### src/vst_pkg.sv
// ----------------------------------------------------------------------------
// vst_pkg
// Shared types and constants of the version string tokenizer.
// ----------------------------------------------------------------------------
package vst_pkg;

  // String length bound; positions are tracked exactly for strings of up to MaxLen - 1 bytes.
  localparam int MaxLen = 256;
  localparam int PosLimitInt = ((MaxLen - 1) < 255) ? (MaxLen - 1) : 255;
  localparam logic [7:0] PosLimit = PosLimitInt[7:0];

  // Event queue between front and back; depth must be a power of two.
  localparam int EvtDepth = 4;
  localparam int EvtPtrW = $clog2(EvtDepth);

  // Component kinds, ordered as in version comparison.
  typedef enum logic [2:0] {
    KindLower   = 3'd0,
    KindPre     = 3'd1,
    KindZero    = 3'd2,
    KindPost    = 3'd3,
    KindNonzero = 3'd4,
    KindSuffix  = 3'd5,
    KindUpper   = 3'd6
  } kind_e;

  // Configuration register indexes.
  typedef enum logic [1:0] {
    CfgPIsPatch   = 2'd0,
    CfgAnyIsPatch = 2'd1,
    CfgLowerBound = 2'd2,
    CfgUpperBound = 2'd3
  } cfg_idx_e;

  typedef struct packed {
    logic p_is_patch;
    logic any_is_patch;
    logic lower_bound_mode;
    logic upper_bound_mode;
  } cfg_t;

  // One event per item that produces results: an optional closed run and an
  // optional default component.
  typedef struct packed {
    logic       close_vld;
    kind_e      close_kind;
    logic [7:0] close_start;
    logic [7:0] close_end;
    logic       dflt_vld;
    kind_e      dflt_kind;
    logic [7:0] dflt_pos;
    logic       ovf;
  } evt_t;

endpackage

### src/vst_front.sv
// ----------------------------------------------------------------------------
// vst_front
// Tracks runs of the string, classifies closed runs and forms events.
// ----------------------------------------------------------------------------
module vst_front (
  input  logic          clk_i,
  input  logic          rst_ni,
  input  vst_pkg::cfg_t cfg_i,
  input  logic          in_vld_i,
  input  logic [7:0]    text_byte_i,
  input  logic          is_terminator_i,
  output logic          evt_vld_o,
  output vst_pkg::evt_t evt_o
);
  import vst_pkg::*;

  typedef enum logic [2:0] {
    RunNone  = 3'b001,
    RunDigit = 3'b010,
    RunAlpha = 3'b100
  } run_e;

  logic [7:0] pos_q, pos_d;
  run_e       run_q, run_d;
  logic [7:0] start_q, start_d;
  logic       nzs_q, nzs_d;
  logic [2:0] wlen_q, wlen_d;
  logic       after_q, after_d;
  logic       ovf_q, ovf_d;
  logic [7:0] prefix_q [6];

  logic       dig, up, lo, alp, nzs_eff, next_dig, close_fire, is_pre, is_post;
  logic       pfx_we;
  logic [2:0] wl_eff;
  logic [7:0] lc;
  logic [15:0] w2;
  logic [23:0] w3;
  logic [31:0] w4;
  logic [39:0] w5;
  logic [47:0] w6;
  kind_e      alpha_kind;

  // Keyword match over the stored word prefix
  always_comb begin
    w2 = {prefix_q[0], prefix_q[1]};
    w3 = {w2, prefix_q[2]};
    w4 = {w3, prefix_q[3]};
    w5 = {w4, prefix_q[4]};
    w6 = {w5, prefix_q[5]};
    is_pre  = (wlen_q == 3'd5 && w5 == "alpha") || (wlen_q == 3'd4 && w4 == "beta") ||
              (wlen_q == 3'd2 && w2 == "rc") || (wlen_q >= 3'd3 && w3 == "pre");
    is_post = (wlen_q >= 3'd4 && w4 == "post") || (wlen_q >= 3'd5 && w5 == "patch") ||
              (wlen_q == 3'd2 && w2 == "pl") || (wlen_q == 3'd6 && w6 == "errata") ||
              (cfg_i.p_is_patch && wlen_q == 3'd1 && prefix_q[0] == "p");
  end

  always_comb begin
    dig = text_byte_i >= "0" && text_byte_i <= "9";
    up  = text_byte_i >= "A" && text_byte_i <= "Z";
    lo  = text_byte_i >= "a" && text_byte_i <= "z";
    alp = up || lo;
    lc  = up ? text_byte_i + 8'd32 : text_byte_i;

    if (is_terminator_i) begin
      close_fire = (run_q == RunDigit) || (run_q == RunAlpha);
      next_dig   = 1'b0;
    end else begin
      close_fire = (run_q == RunDigit && !dig) || (run_q == RunAlpha && !alp);
      next_dig   = dig;
    end

    priority if (is_pre)                  alpha_kind = KindPre;
    else if (is_post)                     alpha_kind = KindPost;
    else if (after_q && !next_dig)        alpha_kind = KindSuffix;
    else if (cfg_i.any_is_patch)          alpha_kind = KindPost;
    else                                  alpha_kind = KindPre;

    evt_o           = '0;
    evt_o.close_vld = close_fire;
    evt_o.close_end = pos_q;
    unique case (run_q)
      RunDigit: begin
        evt_o.close_kind  = nzs_q ? KindNonzero : KindZero;
        evt_o.close_start = nzs_q ? start_q : pos_q;
      end
      RunAlpha: begin
        evt_o.close_kind  = alpha_kind;
        evt_o.close_start = start_q;
      end
      default: begin
        evt_o.close_kind  = KindZero;
        evt_o.close_start = pos_q;
      end
    endcase
    evt_o.dflt_vld = is_terminator_i;
    evt_o.dflt_pos = pos_q;
    priority if (cfg_i.lower_bound_mode)      evt_o.dflt_kind = KindLower;
    else if (cfg_i.upper_bound_mode)          evt_o.dflt_kind = KindUpper;
    else                                      evt_o.dflt_kind = KindZero;
    evt_o.ovf = ovf_q || (!is_terminator_i && pos_q >= PosLimit);
    evt_vld_o = in_vld_i && (close_fire || is_terminator_i);

    // Next state
    pos_d   = pos_q;
    run_d   = run_q;
    start_d = start_q;
    nzs_d   = nzs_q;
    wlen_d  = wlen_q;
    after_d = after_q;
    ovf_d   = ovf_q;
    nzs_eff = (run_q == RunDigit) ? nzs_q : 1'b0;
    wl_eff  = (run_q == RunAlpha) ? wlen_q : 3'd0;
    pfx_we  = 1'b0;
    if (in_vld_i) begin
      if (is_terminator_i) begin
        pos_d   = '0;
        run_d   = RunNone;
        start_d = '0;
        nzs_d   = 1'b0;
        wlen_d  = '0;
        after_d = 1'b0;
        ovf_d   = 1'b0;
      end else begin
        if (pos_q >= PosLimit) ovf_d = 1'b1;
        else                   pos_d = pos_q + 8'd1;
        if (dig) begin
          run_d = RunDigit;
          nzs_d = nzs_eff;
          if (!nzs_eff && text_byte_i != "0") begin
            nzs_d   = 1'b1;
            start_d = pos_q;
          end
          after_d = 1'b0;
        end else if (alp) begin
          if (run_q != RunAlpha) begin
            after_d = (run_q == RunDigit);
            start_d = pos_q;
          end
          run_d  = RunAlpha;
          pfx_we = wl_eff < 3'd6;
          wlen_d = (wl_eff < 3'd7) ? wl_eff + 3'd1 : wl_eff;
        end else begin
          run_d   = RunNone;
          after_d = 1'b0;
        end
      end
    end
  end

  always_ff @(posedge clk_i or negedge rst_ni) begin
    if (!rst_ni) begin
      pos_q   <= '0;
      run_q   <= RunNone;
      start_q <= '0;
      nzs_q   <= 1'b0;
      wlen_q  <= '0;
      after_q <= 1'b0;
      ovf_q   <= 1'b0;
    end else begin
      pos_q   <= pos_d;
      run_q   <= run_d;
      start_q <= start_d;
      nzs_q   <= nzs_d;
      wlen_q  <= wlen_d;
      after_q <= after_d;
      ovf_q   <= ovf_d;
    end
  end

  // Word prefix, lower-cased letters
  always_ff @(posedge clk_i) begin
    if (pfx_we) begin
      prefix_q[wl_eff] <= lc;
    end
  end

endmodule

### src/vst_evt_fifo.sv
// ----------------------------------------------------------------------------
// vst_evt_fifo
// Short event queue decoupling the front from the result side.
// ----------------------------------------------------------------------------
module vst_evt_fifo (
  input  logic          clk_i,
  input  logic          rst_ni,
  input  logic          push_i,
  input  vst_pkg::evt_t data_i,
  input  logic          pop_i,
  output logic          full_o,
  output logic          vld_o,
  output vst_pkg::evt_t data_o
);
  import vst_pkg::*;

  evt_t               mem_q [EvtDepth];
  logic [EvtPtrW-1:0] wr_q, rd_q;
  logic [EvtPtrW:0]   cnt_q;
  logic               do_push, do_pop;

  assign full_o  = cnt_q == (EvtPtrW + 1)'(EvtDepth);
  assign vld_o   = cnt_q != '0;
  assign do_push = push_i && !full_o;
  assign do_pop  = pop_i && vld_o;
  assign data_o  = mem_q[rd_q];

  always_ff @(posedge clk_i or negedge rst_ni) begin
    if (!rst_ni) begin
      wr_q  <= '0;
      rd_q  <= '0;
      cnt_q <= '0;
    end else begin
      if (do_push) wr_q <= wr_q + 1'b1;
      if (do_pop)  rd_q <= rd_q + 1'b1;
      cnt_q <= cnt_q + (EvtPtrW + 1)'(do_push) - (EvtPtrW + 1)'(do_pop);
    end
  end

  always_ff @(posedge clk_i) begin
    if (do_push) begin
      mem_q[wr_q] <= data_i;
    end
  end

endmodule

### src/vst_emit.sv
// ----------------------------------------------------------------------------
// vst_emit
// Expands events into result transactions through an output register.
// ----------------------------------------------------------------------------
module vst_emit (
  input  logic          clk_i,
  input  logic          rst_ni,
  input  logic          evt_vld_i,
  input  vst_pkg::evt_t evt_i,
  output logic          evt_pop_o,
  input  logic          pop,
  output logic          empty,
  output logic [2:0]    kind_o,
  output logic [7:0]    start_pos_o,
  output logic [7:0]    end_pos_o,
  output logic          is_default_o,
  output logic          overflow_o
);
  import vst_pkg::*;

  logic vld_q, vld_d, sec_q, sec_d;
  logic out_free, take, use_dflt;

  always_comb begin
    out_free  = !vld_q || pop;
    take      = out_free && evt_vld_i;
    use_dflt  = sec_q || !evt_i.close_vld;
    evt_pop_o = take && (use_dflt || !evt_i.dflt_vld);
    sec_d     = take ? (!use_dflt && evt_i.dflt_vld) : sec_q;
    vld_d     = take ? 1'b1 : (out_free ? 1'b0 : vld_q);
  end

  assign empty = !vld_q;

  always_ff @(posedge clk_i or negedge rst_ni) begin
    if (!rst_ni) begin
      vld_q <= 1'b0;
      sec_q <= 1'b0;
    end else begin
      vld_q <= vld_d;
      sec_q <= sec_d;
    end
  end

  // Hold the payload until the next load
  always_ff @(posedge clk_i) begin
    if (take) begin
      kind_o       <= use_dflt ? evt_i.dflt_kind : evt_i.close_kind;
      start_pos_o  <= use_dflt ? evt_i.dflt_pos : evt_i.close_start;
      end_pos_o    <= use_dflt ? evt_i.dflt_pos : evt_i.close_end;
      is_default_o <= use_dflt;
      overflow_o   <= evt_i.ovf;
    end
  end

endmodule

### src/version_string_tokenizer_core.sv
// ----------------------------------------------------------------------------
// version_string_tokenizer_core
// Splits a version string into classified components, one byte per transaction.
// ----------------------------------------------------------------------------
// Usage:
//   Input queue: drive text_byte_i / is_terminator_i with push; a transaction
//   completes on a clock edge with push high and full low. One byte per cycle
//   is sustained while full stays low. A terminator ends the string and resets
//   the run tracking. Result queue: while empty is low the oldest component
//   sits on the result ports; pop high on an edge takes it. Each letter or
//   digit run yields one component when it closes; a terminator yields the
//   default component (is_default_o set), preceded by the component of any
//   run it closes. Path: the event of a byte closing a run passes through the
//   event queue and then the output register before empty falls; a terminator
//   that also closes a run yields its default component from the same event.
//   Results leave at one per cycle from the output register while pop is held
//   high; a four-entry event queue between the byte tracker and the output
//   register absorbs the second component of such terminators.
//   Stalls: while pop is low the result holds; the event queue fills and full
//   rises once four events wait, so no transaction is lost.
//   Reset: empties both queues, clears run state and all four configuration
//   registers. Write configuration through cfg_we_i only while idle.
// ----------------------------------------------------------------------------
module version_string_tokenizer_core (
  input  logic       clk_i,
  input  logic       rst_ni,
  input  logic       cfg_we_i,
  input  logic [1:0] cfg_idx_i,
  input  logic [0:0] cfg_data_i,
  input  logic       push,
  output logic       full,
  input  logic [7:0] text_byte_i,
  input  logic       is_terminator_i,
  output logic       empty,
  input  logic       pop,
  output logic [2:0] kind_o,
  output logic [7:0] start_pos_o,
  output logic [7:0] end_pos_o,
  output logic       is_default_o,
  output logic       overflow_o
);
  import vst_pkg::*;

  cfg_t cfg_q;
  logic in_acc, evt_push, evt_vld, evt_pop;
  evt_t evt_in, evt_head;

  // Configuration registers, written by index
  always_ff @(posedge clk_i or negedge rst_ni) begin
    if (!rst_ni) begin
      cfg_q <= '0;
    end else if (cfg_we_i) begin
      unique case (cfg_idx_e'(cfg_idx_i))
        CfgPIsPatch:   cfg_q.p_is_patch       <= cfg_data_i[0];
        CfgAnyIsPatch: cfg_q.any_is_patch     <= cfg_data_i[0];
        CfgLowerBound: cfg_q.lower_bound_mode <= cfg_data_i[0];
        CfgUpperBound: cfg_q.upper_bound_mode <= cfg_data_i[0];
        default:       cfg_q <= cfg_q;
      endcase
    end
  end

  // Take a byte only when the event queue has room for its event
  assign in_acc = push && !full;

  vst_front u_front (
    .clk_i           (clk_i),
    .rst_ni          (rst_ni),
    .cfg_i           (cfg_q),
    .in_vld_i        (in_acc),
    .text_byte_i     (text_byte_i),
    .is_terminator_i (is_terminator_i),
    .evt_vld_o       (evt_push),
    .evt_o           (evt_in)
  );

  vst_evt_fifo u_evt_fifo (
    .clk_i  (clk_i),
    .rst_ni (rst_ni),
    .push_i (evt_push),
    .data_i (evt_in),
    .pop_i  (evt_pop),
    .full_o (full),
    .vld_o  (evt_vld),
    .data_o (evt_head)
  );

  vst_emit u_emit (
    .clk_i        (clk_i),
    .rst_ni       (rst_ni),
    .evt_vld_i    (evt_vld),
    .evt_i        (evt_head),
    .evt_pop_o    (evt_pop),
    .pop          (pop),
    .empty        (empty),
    .kind_o       (kind_o),
    .start_pos_o  (start_pos_o),
    .end_pos_o    (end_pos_o),
    .is_default_o (is_default_o),
    .overflow_o   (overflow_o)
  );

endmodule

### config.mk
export PLATFORM = sky130hd
export DESIGN_NAME = version_string_tokenizer_core
export DESIGN_NICKNAME = d
export VERILOG_FILES = /design/src/vst_pkg.sv /design/src/vst_front.sv /design/src/vst_evt_fifo.sv /design/src/vst_emit.sv /design/src/version_string_tokenizer_core.sv
export SDC_FILE = /design/constraint.sdc
export NUM_CORES = 1
export LEC_CHECK = 0
export ABC_AREA = 0
export BUFFER_PORTS_ARGS = -buffer_cell sky130_fd_sc_hd__buf_2
export CORE_MARGIN = 2
export CORE_UTILIZATION = 50
export CTS_BUF_LIST = sky130_fd_sc_hd__clkbuf_4 sky130_fd_sc_hd__clkbuf_8
export DETAILED_ROUTE_END_ITERATION = 16
export GPL_TIMING_DRIVEN = 0
export PLACE_DENSITY = 0.7
export SYNTH_ARGS = -nofsm -noshare
export SYNTH_HDL_FRONTEND = slang
export SYNTH_SLANG_ARGS = --single-unit
export TNS_END_PERCENT = 5
### constraint.sdc
create_clock -name clk_i -period 2.9 [get_ports clk_i]
set_input_delay 0.29 -clock clk_i [delete_from_list [all_inputs] [get_ports clk_i]]
set_output_delay 0.29 -clock clk_i [all_outputs]
set_load 0.01 [all_outputs]
======== After elaboration in Yosys (flattened, before gate mapping) ========
Memory sizes are Yosys's and may differ from the RTL's.
Index checks and enable logic that the tools add are counted.
storage, ports and cells
  bits in registers ....................... 59
  memory bits (writable) .................. 180
  input bits .............................. 17
  output and inout port bits .............. 23
  word-level logic and storage cells ...... 186
  memories ................................ 2
cells by class
  add/sub/neg operators ................... 7
  $lt $le $gt $ge ......................... 12
  equal/unequal tests ..................... 26
  multiplexer cells ....................... 50
  reduce and logical (&&, ||, !) cells .... 68
memories
  memory            depth  width  read ports  clocked after memory_dff  write ports  RTL line            RTL
  u_evt_fifo.mem_q  4      33     1           0                         1            vst_evt_fifo.sv:17  evt_t mem_q [EvtDepth];
  u_front.prefix_q  6      8      6           0                         1            vst_front.sv:30     logic [7:0] prefix_q [6];
operator list
  kind                    number
  $mux W8                 11
  $eq A40 B39 Y1 const B  2
  $eq A32 B31 Y1 const B  2
  $eq A48 B47 Y1 const B  1
  $mux W3                 15
  $eq A16 B15 Y1 const B  2
  $logic_and A1 B1 Y1     25
  $eq A24 B23 Y1 const B  1
  $mux W1                 22
  $pmux W11 S2            1
  $ge A8 B7 Y1 const B    2
  $le A8 B7 Y1 const B    2
  $reduce_and A2 Y1       8
  $eq A3 B3 Y1 const B    5
  $logic_or A1 B1 Y1      15
  $logic_not A1 Y1        10
  $reduce_bool A3 Y1      3
  $add A8 B1 Y8 const B   1
  $add A8 B6 Y8 const B   1
  $eq A8 B7 Y1 const B    1
  $ge A8 B6 Y1 const B    1
  $ge A8 B8 Y1 const B    1
  $le A8 B6 Y1 const B    1
  $ne A8 B6 Y1 const B    1
  other kinds (19)        29

======== Longest topological paths before layout ========
Gate-level depths: netlist of the first run.
  word-level depth ........................ 12
  depth in mapped cells ................... 10
  gate-level depth less buffers ........... 10

======== Modules after synthesis ========
Synthesis of the first run repeated with hierarchy kept, for this count alone.
unflattened totals
  cells, all modules ...................... 620
  area total of the unflattened synthesis .. 10134.7 µm²
by module, submodules not included
  module                         times used  cells an instance  area an instance (µm²)  seq. area each (µm²)
  vst_evt_fifo                   1           213                5278.8                  4139.0
  vst_front                      1           309                3703.6                  2068.2
  vst_emit                       1           85                 968.4                   680.7
  version_string_tokenizer_core  1           13                 183.9                   100.1

======== Least setup slack after synthesis of the first run ========
No wires, ideal clock.
  path kind ............................... reg-to-reg
  start point ............................. register u_evt_fifo.cnt_q[1]
  end point ............................... register u_evt_fifo.cnt_q[2]
  setup time .............................. 0.123 ns
  data arrival time ....................... 2.981 ns
  data required time ...................... 2.777 ns
  slack ................................... -0.203 ns
  cell stages (with the launch flop) ...... 9
  buffers on the path ..................... 0
  period minus slack after synthesis ...... 3.103 ns
  cell sequence ........................... dfrtp_1 nor3_1 a21oi_1 a21boi_0 ha_1 inv_1 ha_1 fa_1 xnor2_1
RTL lines
  element                   RTL line            RTL
  start: declaration        vst_evt_fifo.sv:19  logic [EvtPtrW:0] cnt_q;
  start signal: assignment  vst_evt_fifo.sv:36  cnt_q <= cnt_q + (EvtPtrW + 1)'(do_push) - (EvtPtrW + 1)'(do_pop);
  $reduce_bool A3 Y1        vst_evt_fifo.sv:23  assign vld_o = cnt_q != '0;
  $logic_and A1 B1 Y1       vst_emit.sv:26      take = out_free && evt_vld_i;
  net u_emit.take           vst_emit.sv:22      logic out_free, take, use_dflt;
  $logic_and A1 B1 Y1       vst_emit.sv:28      evt_pop_o = take && (use_dflt || !evt_i.dflt_vld);
  $logic_and A1 B1 Y1       vst_evt_fifo.sv:25  assign do_pop = pop_i && vld_o;
  net u_evt_fifo.do_pop     vst_evt_fifo.sv:20  logic do_push, do_pop;
  $sub A3 B1 Y3             vst_evt_fifo.sv:36
The timed path passes the listed nets, and every way through them passes these cells.
A chain may end at the register's enable or synchronous reset.

======== Worst setup path in the final report of the first run ========
  start point ............................. register u_evt_fifo.rd_q[0]
  end point ............................... register u_evt_fifo.cnt_q[2]
on the way
  word-level cells in the longest chain between the ends .. 7
ends and longest elaborated chain
  element                   RTL line            RTL
  start: declaration        vst_evt_fifo.sv:18  logic [EvtPtrW-1:0] wr_q, rd_q;
  start signal: assignment  vst_evt_fifo.sv:35  if (do_pop) rd_q <= rd_q + 1'b1;
  $mem_v2 Z4 W33 (*)        n/a
  $logic_not A1 Y1          vst_emit.sv:27      use_dflt = sec_q || !evt_i.close_vld;
  $logic_or A1 B1 Y1        vst_emit.sv:27
  $logic_or A1 B1 Y1 (*)    vst_emit.sv:28
  $logic_and A1 B1 Y1 (*)   vst_emit.sv:28
  $logic_and A1 B1 Y1 (*)   vst_evt_fifo.sv:25
  net u_evt_fifo.do_pop     vst_evt_fifo.sv:20
  $sub A3 B1 Y3 (*)         vst_evt_fifo.sv:36
The timed path passes the listed nets; every way through them passes the cells marked *.

==> results of run 1 <==
[registers in the layout (all words and copies together), names as in the netlist, 2 cells and up]
register	flops
cfg_q	4
u_front.pos_q	8
u_evt_fifo.mem_q	96
u_emit.end_pos_o	8
u_front.wlen_q	3
u_emit.start_pos_o	8
u_evt_fifo.cnt_q	3
u_front.prefix_q	48
u_front.run_q	3
u_front.start_q	8
u_evt_fifo.rd_q	2
u_evt_fifo.wr_q	2
u_emit.kind_o	3
[path summary, 6_finish.rpt]
| path | endpoint | slack (ns) |
|---|---|---|
| max | u_evt_fifo.cnt_q[2] | 0.23 |
| min | u_evt_fifo.mem_q[0][12] | 0.07 |
| max reg2reg | u_evt_fifo.cnt_q[2] | 0.23 |
| min reg2reg | u_front.ovf_q | 0.48 |
| max in group asynchronous | u_evt_fifo.rd_q[0] | 1.81 |
| min in group asynchronous | u_front.wlen_q[2] | 0.46 |
[per-stage QoR]
stage          setup TNS (ns)  setup WS [ns]  hold slack, ns  cell area, um2  total power, mW
3_5_place_dp           -87.08         -0.738           0.471            8990             5.79
2_1_floorplan               0         0.0503        -0.00559            8520             5.19
3_3_place_gp           -78.81         -0.709           0.459            8990             5.71
6_report                    0          0.225          0.0723            9710             8.17
5_1_grt                     0         0.0436          0.0631            9710             8.58
4_1_cts                     0         0.0772          0.0432            9700             8.27
[power by group through the flow]
| stage | sequential [mW] | clock, mW | combinational [mW] |
|---|---|---|---|
| 3_5_place_dp | 3.99 | 0 | 1.80 |
| 4_1_cts | 3.97 | 2.51 | 1.78 |
| 2_1_floorplan | 4.02 | 0 | 1.18 |
| 3_3_place_gp | 3.97 | 0 | 1.74 |
| 6_report | 3.96 | 2.46 | 1.74 |
| 5_1_grt | 4.02 | 2.63 | 1.93 |
[cell families after synthesis]
logic type / after synthesis / synth area share (%)
fa+ha+maj: 12 / 1.85
mux: 55 / 10.8
xor+xnor: 12 / 1.23
buf+inv: 29 / 1.31
compound gates: 52 / 4.26
simple gates: 152 / 11.2
flops: 203 / 69.4
[timing repair]
action	in CTS	in global routing
endpoints found under the hold margin	38	0
pin swaps	0	0
endpoints found under the setup margin	123	11
hold buffers	2	0
resized for setup	11	3
[cell usage in the layout, fill, tap and decap left out, drive strengths merged, types with 12 or more instances in the layout]
cell    instances
edfxtp        165
clkbuf         56
buf            42
dfrtp          37
mux2           31
nand2          27
mux4           24
nor2           19
a21oi          18
inv            16
nor2b          12
[layout make-up]
class | count | area (um2) | share of cell area [%]
plain buffers | 13 | 51.3 | 0.528
clock buffers | 46 | 571 | 5.88
clock inverters | 14 | 96.3 | 0.992
inverters | 15 | 56.3 | 0.580
multi-input cells | 283 | 2540 | 26.1
flip-flops and latches | 203 | 5910 | 60.8
well taps | 220 | 275 | 2.83
repair buffers | 41 | 215 | 2.22
[per-layer routing]
metal	share of wire, %	up-vias	global-route usage [%]
li1	-	2189	-
met1	44	2389	25.4
met2	49	146	32.0
met3	4.5	41	3.72
met4	2.5	0	7.37
met5	0	-	0
==> results.md, run 1 <==
* Seq pwr share at about 49%
* Crit-path cells: mux4_2 -> nand2b_2 -> inv_1 -> a21boi_2 -> ha_1 -> inv_1 -> ha_1 -> fa_1 -> xnor2_1
* Placer congestion estimate at between 0.8 and 0.9
* Pwr/cell area at between 800 and 900 nW/um2
* Peak supply drop at approximately 0.37 mV
* Clk sinks at 203
* Routed length per instance at 19.7 um
* Synth area leaders: edfxtp_1 58%, dfrtp_1 11%, mux4_2 6.3%
* CP max stage cell: dfrtp_2
* Leakage at 3.47 nW
* Crit-path leading delay family: adder cells
* # placed instances at just under 800
* Post-Synthesis Cells at just over 500
* Die area at around 18000 um2
* Detailed Route WL at about 16000 um
* Bufs and invs on worst path at 2
* Crit-path max FO at 8
* # diodes at 0
* Synth area leader: edfxtp_1
* CP max stage delay at around 0.55 ns
* Combinational power share at a little over a fifth
* Post-synthesis cell type count at 61
* Status: complete, no violations
* Internal power at 5.91 mW
* Die Ht at around 130 um
* Fill count at 1273
* Layout area overhead at 14.1%
* DR pass1 iterations at 4
* Initial core utilization at about 51%
* Setup Fix Bufs, Post-CTS at 0
* Headroom to the max-slew limit at between 20% and 30%
* Number of I/O port buffers at 39
* Via count at about 4800
* Arr. time, crit path at just over 3 ns
* Worst endpoint required time at about 3.3 ns
* Post-Layout Cell Count at about 840
* Most frequent cell after synthesis: edfxtp_1
* Core area at between 15000 and 20000 um2
* Row count at 47
* Critical path class: flop to flop
* Least-Margin Pin Slew at roughly 1.2 ns
* Finished Core Util at between 50 and 60%
* Number of global-route vias before repair at about 5000
* Period utilization at 92.2%
* CP endpoint kind: flop
* I/O pin total at 40
* Final setup vio count at 0
* Total congestion overflow at 0
* Synth top area share at between 50% and 60%
* Initial DRC Count at a little under 200
* Fmax at about 370 MHz
* Sequential share of the synthesized area at 69.4%
* Drt drc at 0
* CTS tree: yes
* Worst-Skew Late Latency at roughly 0.52 ns
* Sw Ratio at roughly 28%
* Yosys reg bits at just over 200
* Ys async rst share at approximately a fifth
* # H-tree levels at 2
* Max Buffers Root-to-Sink at 3
* Slew Viols, Final at 0
* Clk pwr share at 30.1%
* Fin. Hold Viols at 0
* Worst path depth at 9
* Antenna Nets Post-Route at 0
* Layout cells sized above 1 at roughly 28%
* Reg clk slew, reported paths at 0.06 ns
* Worst r2r src: u_evt_fifo.rd_q[0]
* Synth warn at 0
* Crit path time final at approximately 2.7 ns
* R2R depth at 9
* Ys flop type: edfxtp_1
* Switching power at around 2.3 mW
* Die width at 134 um
* Hold WC Path Type: input pin to flop
* Net count, final at 620
* TritonCTS Buffers at 34
* Detailed Place HPWL at 10700 um
* Clock Skews at around 0.022 ns
* GRT Util Overall at 19.2%
* First-pass GRT wire length at 26600 um
* WHS Path Cells at 1
* Crit path from: u_evt_fifo.rd_q[0]
* Initial antenna violation count at 0
* Largest net degree at the start of global routing at 39
* Vias/cell at roughly 5.7
* Type of element launching the critical path: flop
* Unrepaired setup endpoints after global routing: no
* Average cell area after synthesis at about 17 um2
* Clk root buf: clkbuf_8
* Worst hold start: is_terminator_i
* EDFF count, synth at around 170
* Syn nets at about 540
* Mapped Area at about 8500 um2
* Max Cap Viol at 0
* Most frequent cells after synthesis: 165 x edfxtp_1, 37 x dfrtp_1, 27 x nand2_1
Note: power is estimated with default switching activity, not from simulation.
==> run 2: changes to the inputs <==
--- a/config.mk
+++ b/config.mk
@@ -10,6 +10,7 @@
 export CORE_MARGIN = 2
 export CORE_UTILIZATION = 50
 export CTS_BUF_LIST = sky130_fd_sc_hd__clkbuf_4 sky130_fd_sc_hd__clkbuf_8
+export CTS_CLUSTER_SIZE = 28
 export DETAILED_ROUTE_END_ITERATION = 16
 export GPL_TIMING_DRIVEN = 0
 export PLACE_DENSITY = 0.7
==> constraint.sdc (replaced) <==
create_clock -name clk_i -period 3.1 [get_ports clk_i]
set_input_delay 0.31 -clock clk_i [delete_from_list [all_inputs] [get_ports clk_i]]
set_output_delay 0.31 -clock clk_i [all_outputs]
set_load 0.01 [all_outputs]
==> run 2 against run 1 <==
  * Cell count up 0.12%
  * Sequential cell count unchanged
  * Largest power group unchanged
  * Total power down 5.5%
  * Via count down 0.13%
  * Wire length fell by 0.99%
  * Sequential power is 6.3% lower
  * Die area stayed put
  * First-iteration DRC count is 7.6% higher
  * Hold slack better by 0.011 ns
==> results.md, run 2 (synthesized netlist as in run 1, its figures left out) <==
* Peak supply drop at ~0.58 mV
* Die width at between 100 and 150 um
* GRT Util Overall at 19.3%
* First-pass GRT wire length at ~27000 um
* Crit path time final at around 3 ns
* I/O pin total at 40
* Max Cap Viol at 0
* Clk sinks at between 200 and 250
* CTS tree: yes
* Setup Fix Bufs, Post-CTS at 0
* Least-Margin Pin Slew at roughly 1.2 ns
* # placed instances at between 700 and 800
* Number of I/O port buffers at 39
* Net count, final at 620
* Fmax at 334 MHz
* Max Buffers Root-to-Sink at 3
* Worst-Skew Late Latency at about 0.53 ns
* Clk root buf: clkbuf_8
* Slew Viols, Final at 0
* Most common cell after layout, fill and taps aside: edfxtp_1
* Die area at 18100 um2
* Row count at between 40 and 50
* Max reg flops at between 90 and 100
* Initial core utilization at between 50% and 60%
* Fin. Hold Viols at 0
* Detailed Route WL at around 16000 um
* Vias/cell at 5.69
* Routed length per instance at between 15 and 20 um
* Post-Layout Cell Count at 836
* Clock Skews at roughly 0.026 ns
* CP endpoint kind: flop
* Post-Place Worst Slack at -0.558 ns
* DR pass1 iterations at 5
* Fill count at between 1000 and 1500
* Die Ht at between 100 and 150 um
* Sum of negative setup slack at 0 ns
* Number of global-route vias before repair at slightly above 5000
* Drt drc at 0
* Crit-path max FO at 9
* Worst endpoint required time at about 3.2 ns
* Initial DRC Count at 213
* Critical path class: input pin to flop
* Arr. time, crit path at between 3 and 4 ns
* Total congestion overflow at 0
* Via count at around 4800
* Layout area overhead at 14.2%
* Placer congestion estimate at approximately 0.84
* Initial antenna violation count at 0
* Pwr/cell area at around 800 nW/um2
* Leakage at 3.49 nW
* Finished Core Util at 58.4%
* Type of element launching the critical path: input pin
* TritonCTS Buffers at 34
* Final setup vio count at 0
* Detailed Place HPWL at around 11000 um
* Largest Register: u_evt_fifo.mem_q
* Headroom to the max-slew limit at roughly 20%
* Final worst-path setup slack at 0.109 ns
* Hold WC Path Type: input pin to flop
* Unrepaired setup endpoints after global routing: yes
* # H-tree levels at 2
* Status: complete, no violations
* # diodes at 0
* Commonest non-fill, non-tap cells in the layout: 165 x edfxtp_1, 41 x buf_2, 38 x clkbuf_8
* Reg clk slew, reported paths at 0.06 ns
* Period utilization at just under 100%
* Hold WS at 0.0834 ns
* Layout cells sized above 1 at 27.3%
* Core area at between 15000 and 20000 um2
* Antenna Nets Post-Route at 0
* Biggest regs: u_evt_fifo.mem_q x96, u_front.prefix_q x48
* Largest net degree at the start of global routing at 39
run 2: metal layers:
metal	global-route usage [%]	routed length, um	share of wire (%)
met5	0	0	0
met2	32.2	8140	50
met4	7.43	344	2.1
met3	3.64	734	4.5
met1	25.3	7030	43
run 2: path summary, 6_finish.rpt:
kind | startpoint | cells after the start | end | slack (ns)
setup reg to reg | u_evt_fifo.cnt_q[2] | 6 | u_front.prefix_q[1][7] | 0.16
setup / recovery | text_byte_i[5] | 9 | u_front.prefix_q[1][7] | 0.11
hold reg to reg | u_front.ovf_q | 2 | u_front.ovf_q | 0.48
max in group asynchronous | rst_ni | 2 | u_evt_fifo.rd_q[0] | 2.02
hold / removal | is_terminator_i | 1 | u_evt_fifo.mem_q[1][12] | 0.08
min in group asynchronous | rst_ni | 2 | u_emit.vld_q | 0.46
run 2: layout make-up:
type	count	area [um2]	area share, %
timing repair buffer	41	215	2.21
sequential	203	5910	60.8
inverter	15	56.3	0.579
multi-input combinational	283	2510	25.9
buffer	13	51.3	0.528
clock buffer	51	621	6.39
clock inverter	10	76.3	0.785
tap	220	275	2.83
run 2: critical path: stages:
cell and delay, ns:
buf_2 0.16, inv_1 0.10, ha_1 0.15, nand3b_1 0.08, o311ai_0 0.60, nand4b_4 0.22
nand2_1 0.27, nand4_1 0.20, nor3b_1 1.02
run 2: what timing repair did:
item                       CTS  global route
setup endpoints to repair   30            49
hold endpoints to repair    38             0
gates resized for setup      5             3
hold buffers                 2             0
run 2: where the power goes:
part           switching, mW  internal, mW
combinational          0.880         0.751
clock                   1.01          1.37
sequential             0.217          3.49
total                   2.10          5.61
run 2: through the flow:
stage,cell area [um2],power [mW]
floorplan,8520,4.86
global placement,8990,5.34
detailed placement,8990,5.42
CTS,9710,7.81
global route,9720,8.11
finish,9720,7.71
==> run 3: changes to the inputs <==
--- a/config.mk
+++ b/config.mk
@@ -8,12 +8,12 @@
 export ABC_AREA = 0
 export BUFFER_PORTS_ARGS = -buffer_cell sky130_fd_sc_hd__buf_2
 export CORE_MARGIN = 2
-export CORE_UTILIZATION = 50
+export CORE_UTILIZATION = 65
 export CTS_BUF_LIST = sky130_fd_sc_hd__clkbuf_4 sky130_fd_sc_hd__clkbuf_8
 export CTS_CLUSTER_SIZE = 28
 export DETAILED_ROUTE_END_ITERATION = 16
 export GPL_TIMING_DRIVEN = 0
-export PLACE_DENSITY = 0.7
+export PLACE_DENSITY = 0.87
 export SYNTH_ARGS = -nofsm -noshare
 export SYNTH_HDL_FRONTEND = slang
 export SYNTH_SLANG_ARGS = --single-unit
==> run 3 against run 2 <==
  * Clock-buffer cell count decreased by 8
  * Wire length up 2.6%
  * Die area is 22% lower
  * Combinational power about the same
  * Sequential power is essentially flat
  * Highest routed layer unchanged
  * Fmax up 3.1%
  * Critical endpoint is now u_evt_fifo.cnt_q[2]
  * Largest cell class unchanged
  * Critical path depth stayed put
  * Clock power increased by 3%
  * Hold slack lost 0.026 ns
  * Clock skew increased by 0.00085 ns
  * Final area fell by 0.19%
==> results.md, run 3 (synthesized netlist as in run 1, its figures left out) <==
* Crit path time final at 2.90 ns
* Critical path class: flop to flop
* Placer congestion estimate at ~0.95
* GRT Util Overall at between 20 and 25%
* Row count at 41
* Max Buffers Root-to-Sink at 3
* Via count at around 4900
* Fin. Hold Viols at 0
* Die area at 14000 um2
* Commonest non-fill, non-tap cells in the layout: 165 x edfxtp_1, 41 x buf_2, 36 x dfrtp_1
* Number of global-route vias before repair at between 5000 and 6000
* DR pass1 iterations at 6
* Period utilization at 93.6%
* Core area at 12700 um2
* Layout area overhead at 13.9%
* Initial DRC Count at 450
* Unrepaired setup endpoints after global routing: no
* Detailed Place HPWL at about 11000 um
* Setup Fix Bufs, Post-CTS at 0
* Fill count at around 720
* Internal power at approximately 5.7 mW
* Worst endpoint required time at between 3 and 4 ns
* Crit-path max FO at 8
* Fmax at ~340 MHz
* First-pass GRT wire length at roughly 27000 um
* Vias/cell at roughly 6.2
* Arr. time, crit path at 3.32 ns
* Final worst-path setup slack at 0.198 ns
* Seq pwr share at around 48%
* Type of element launching the critical path: flop
* Die width at about 120 um
* Routed length per instance at approximately 21 um
* Drt drc at 0
* Layout cells sized above 1 at a little over a quarter
* Max reg flops at between 90 and 100
* # diodes at 0
* Status: complete, no violations
* Net count, final at roughly 620
* Biggest regs: u_evt_fifo.mem_q x96, u_front.prefix_q x48
* Reg clk slew, reported paths at roughly 0.06 ns
* Die Ht at approximately 120 um
* Most common cell after layout, fill and taps aside: edfxtp_1
* Worst r2r src: u_evt_fifo.rd_q[0]
* Sw Ratio at approximately 27%
* Final setup vio count at 0
* R2R depth at 9
* Pwr/cell area at around 800 nW/um2
* Detailed Route WL at 16700 um
* Initial antenna violation count at 0
* Setup slack, reg-to-reg at roughly 0.20 ns
* # H-tree levels at 1
* TritonCTS Buffers at 30
* Largest Register: u_evt_fifo.mem_q
* Combinational power share at between 20% and 30%
* Worst Setup EP: u_evt_fifo.cnt_q[2]
* Initial core utilization at roughly two thirds
* Largest net degree at the start of global routing at 39
* Clk root buf: clkbuf_8
* Worst-Skew Late Latency at between 0.5 and 0.6 ns
* Antenna Nets Post-Route at 0
* Least-Margin Pin Slew at between 1 and 1.5 ns
* Total congestion overflow at 0
* Peak supply drop at approximately 0.50 mV
* Leakage at 3.50 nW
* Clk pwr share at a little under a third
* Max Cap Viol at 0
* CTS tree: yes
* Finished Core Util at between 70 and 80%
* I/O pin total at 40
* RR Endpoint: u_evt_fifo.cnt_q[2]
* Headroom to the max-slew limit at ~8.0%
* Switching power at between 2 and 2.5 mW
* Crit path from: u_evt_fifo.rd_q[0]
* Number of I/O port buffers at 39
* Hold WC Path Type: input pin to flop
* Clock Skews at between 0.02 and 0.03 ns
* Slew Viols, Final at 0
* Post-Place Worst Slack at -0.508 ns
* Clk sinks at 203
* CP endpoint kind: flop
* Worst hold start: cfg_data_i
==> run 3: final cells by class <==
type / count / area [um2] / area share [%]
Clock inverter: 13 / 164 / 1.69
Tap cell: 172 / 215 / 2.22
Timing Repair Buffer: 42 / 243 / 2.50
Clock buffer: 43 / 542 / 5.59
Buffer: 13 / 51.3 / 0.529
Sequential cell: 203 / 5910 / 60.9
Multi-Input combinational cell: 283 / 2520 / 26.0
Inverter: 15 / 56.3 / 0.580
==> run 3: how the worst min path moves through the flow <==
stage,to,slack [ns],depth (start not counted)
5_1_grt,cfg_q[3],0.04,2
2_1_floorplan,cfg_q[0],0.01,0
3_5_place_dp,u_emit.vld_q,0.48,1
3_3_place_gp,u_front.ovf_q,0.46,2
6_report,cfg_q[2],0.06,2
4_1_cts,cfg_q[0],0.04,2
==> run 3: critical path: stages, from the launching register on <==
cell	delay, ns
dfrtp_2	0.55
mux4_2	0.54
nand2b_1	0.26
inv_1	0.09
a21boi_1	0.37
ha_1	0.21
inv_1	0.04
ha_1	0.20
fa_1	0.41
xnor2_1	0.13
==> run 3: power by group through the flow <==
stage	clock network, mW	logic, mW	registers (mW)
floorplan	0	1.10	3.76
global placement	0	1.59	3.70
detailed placement	0	1.68	3.74
CTS	2.46	1.65	3.72
global route	2.60	1.79	3.77
finish	2.44	1.66	3.72
==> run 3: timing repair <==
action	4_1_cts	5_1_grt
endpoints found under the hold margin	38	0
gates resized for setup	2	7
gates cloned	0	0
hold buffers	2	0
setup endpoints to repair	2	98
==> run 3: routing by layer <==
layer | vias up | wire [um] | global-route usage (%)
met4 | 0 | 518 | 10.5
met3 | 56 | 1010 | 4.49
li1 | 2174 | - | -
met5 | - | 0 | 0
met2 | 230 | 8700 | 42.6
met1 | 2421 | 6440 | 30.8
==> run 3: per-stage QoR <==
step	cell area [um2]	cells	TNS [ns]	power (mW)	hold slack, ns
3_5_place_dp	8930	726	-55.88	5.42	0.483
6_report	9700	784	0	7.82	0.0576
3_3_place_gp	8930	726	-42.54	5.29	0.456
4_1_cts	9660	783	0	7.84	0.0355
2_1_floorplan	8520	515	0	4.86	0.0144
5_1_grt	9700	784	0	8.16	0.0395
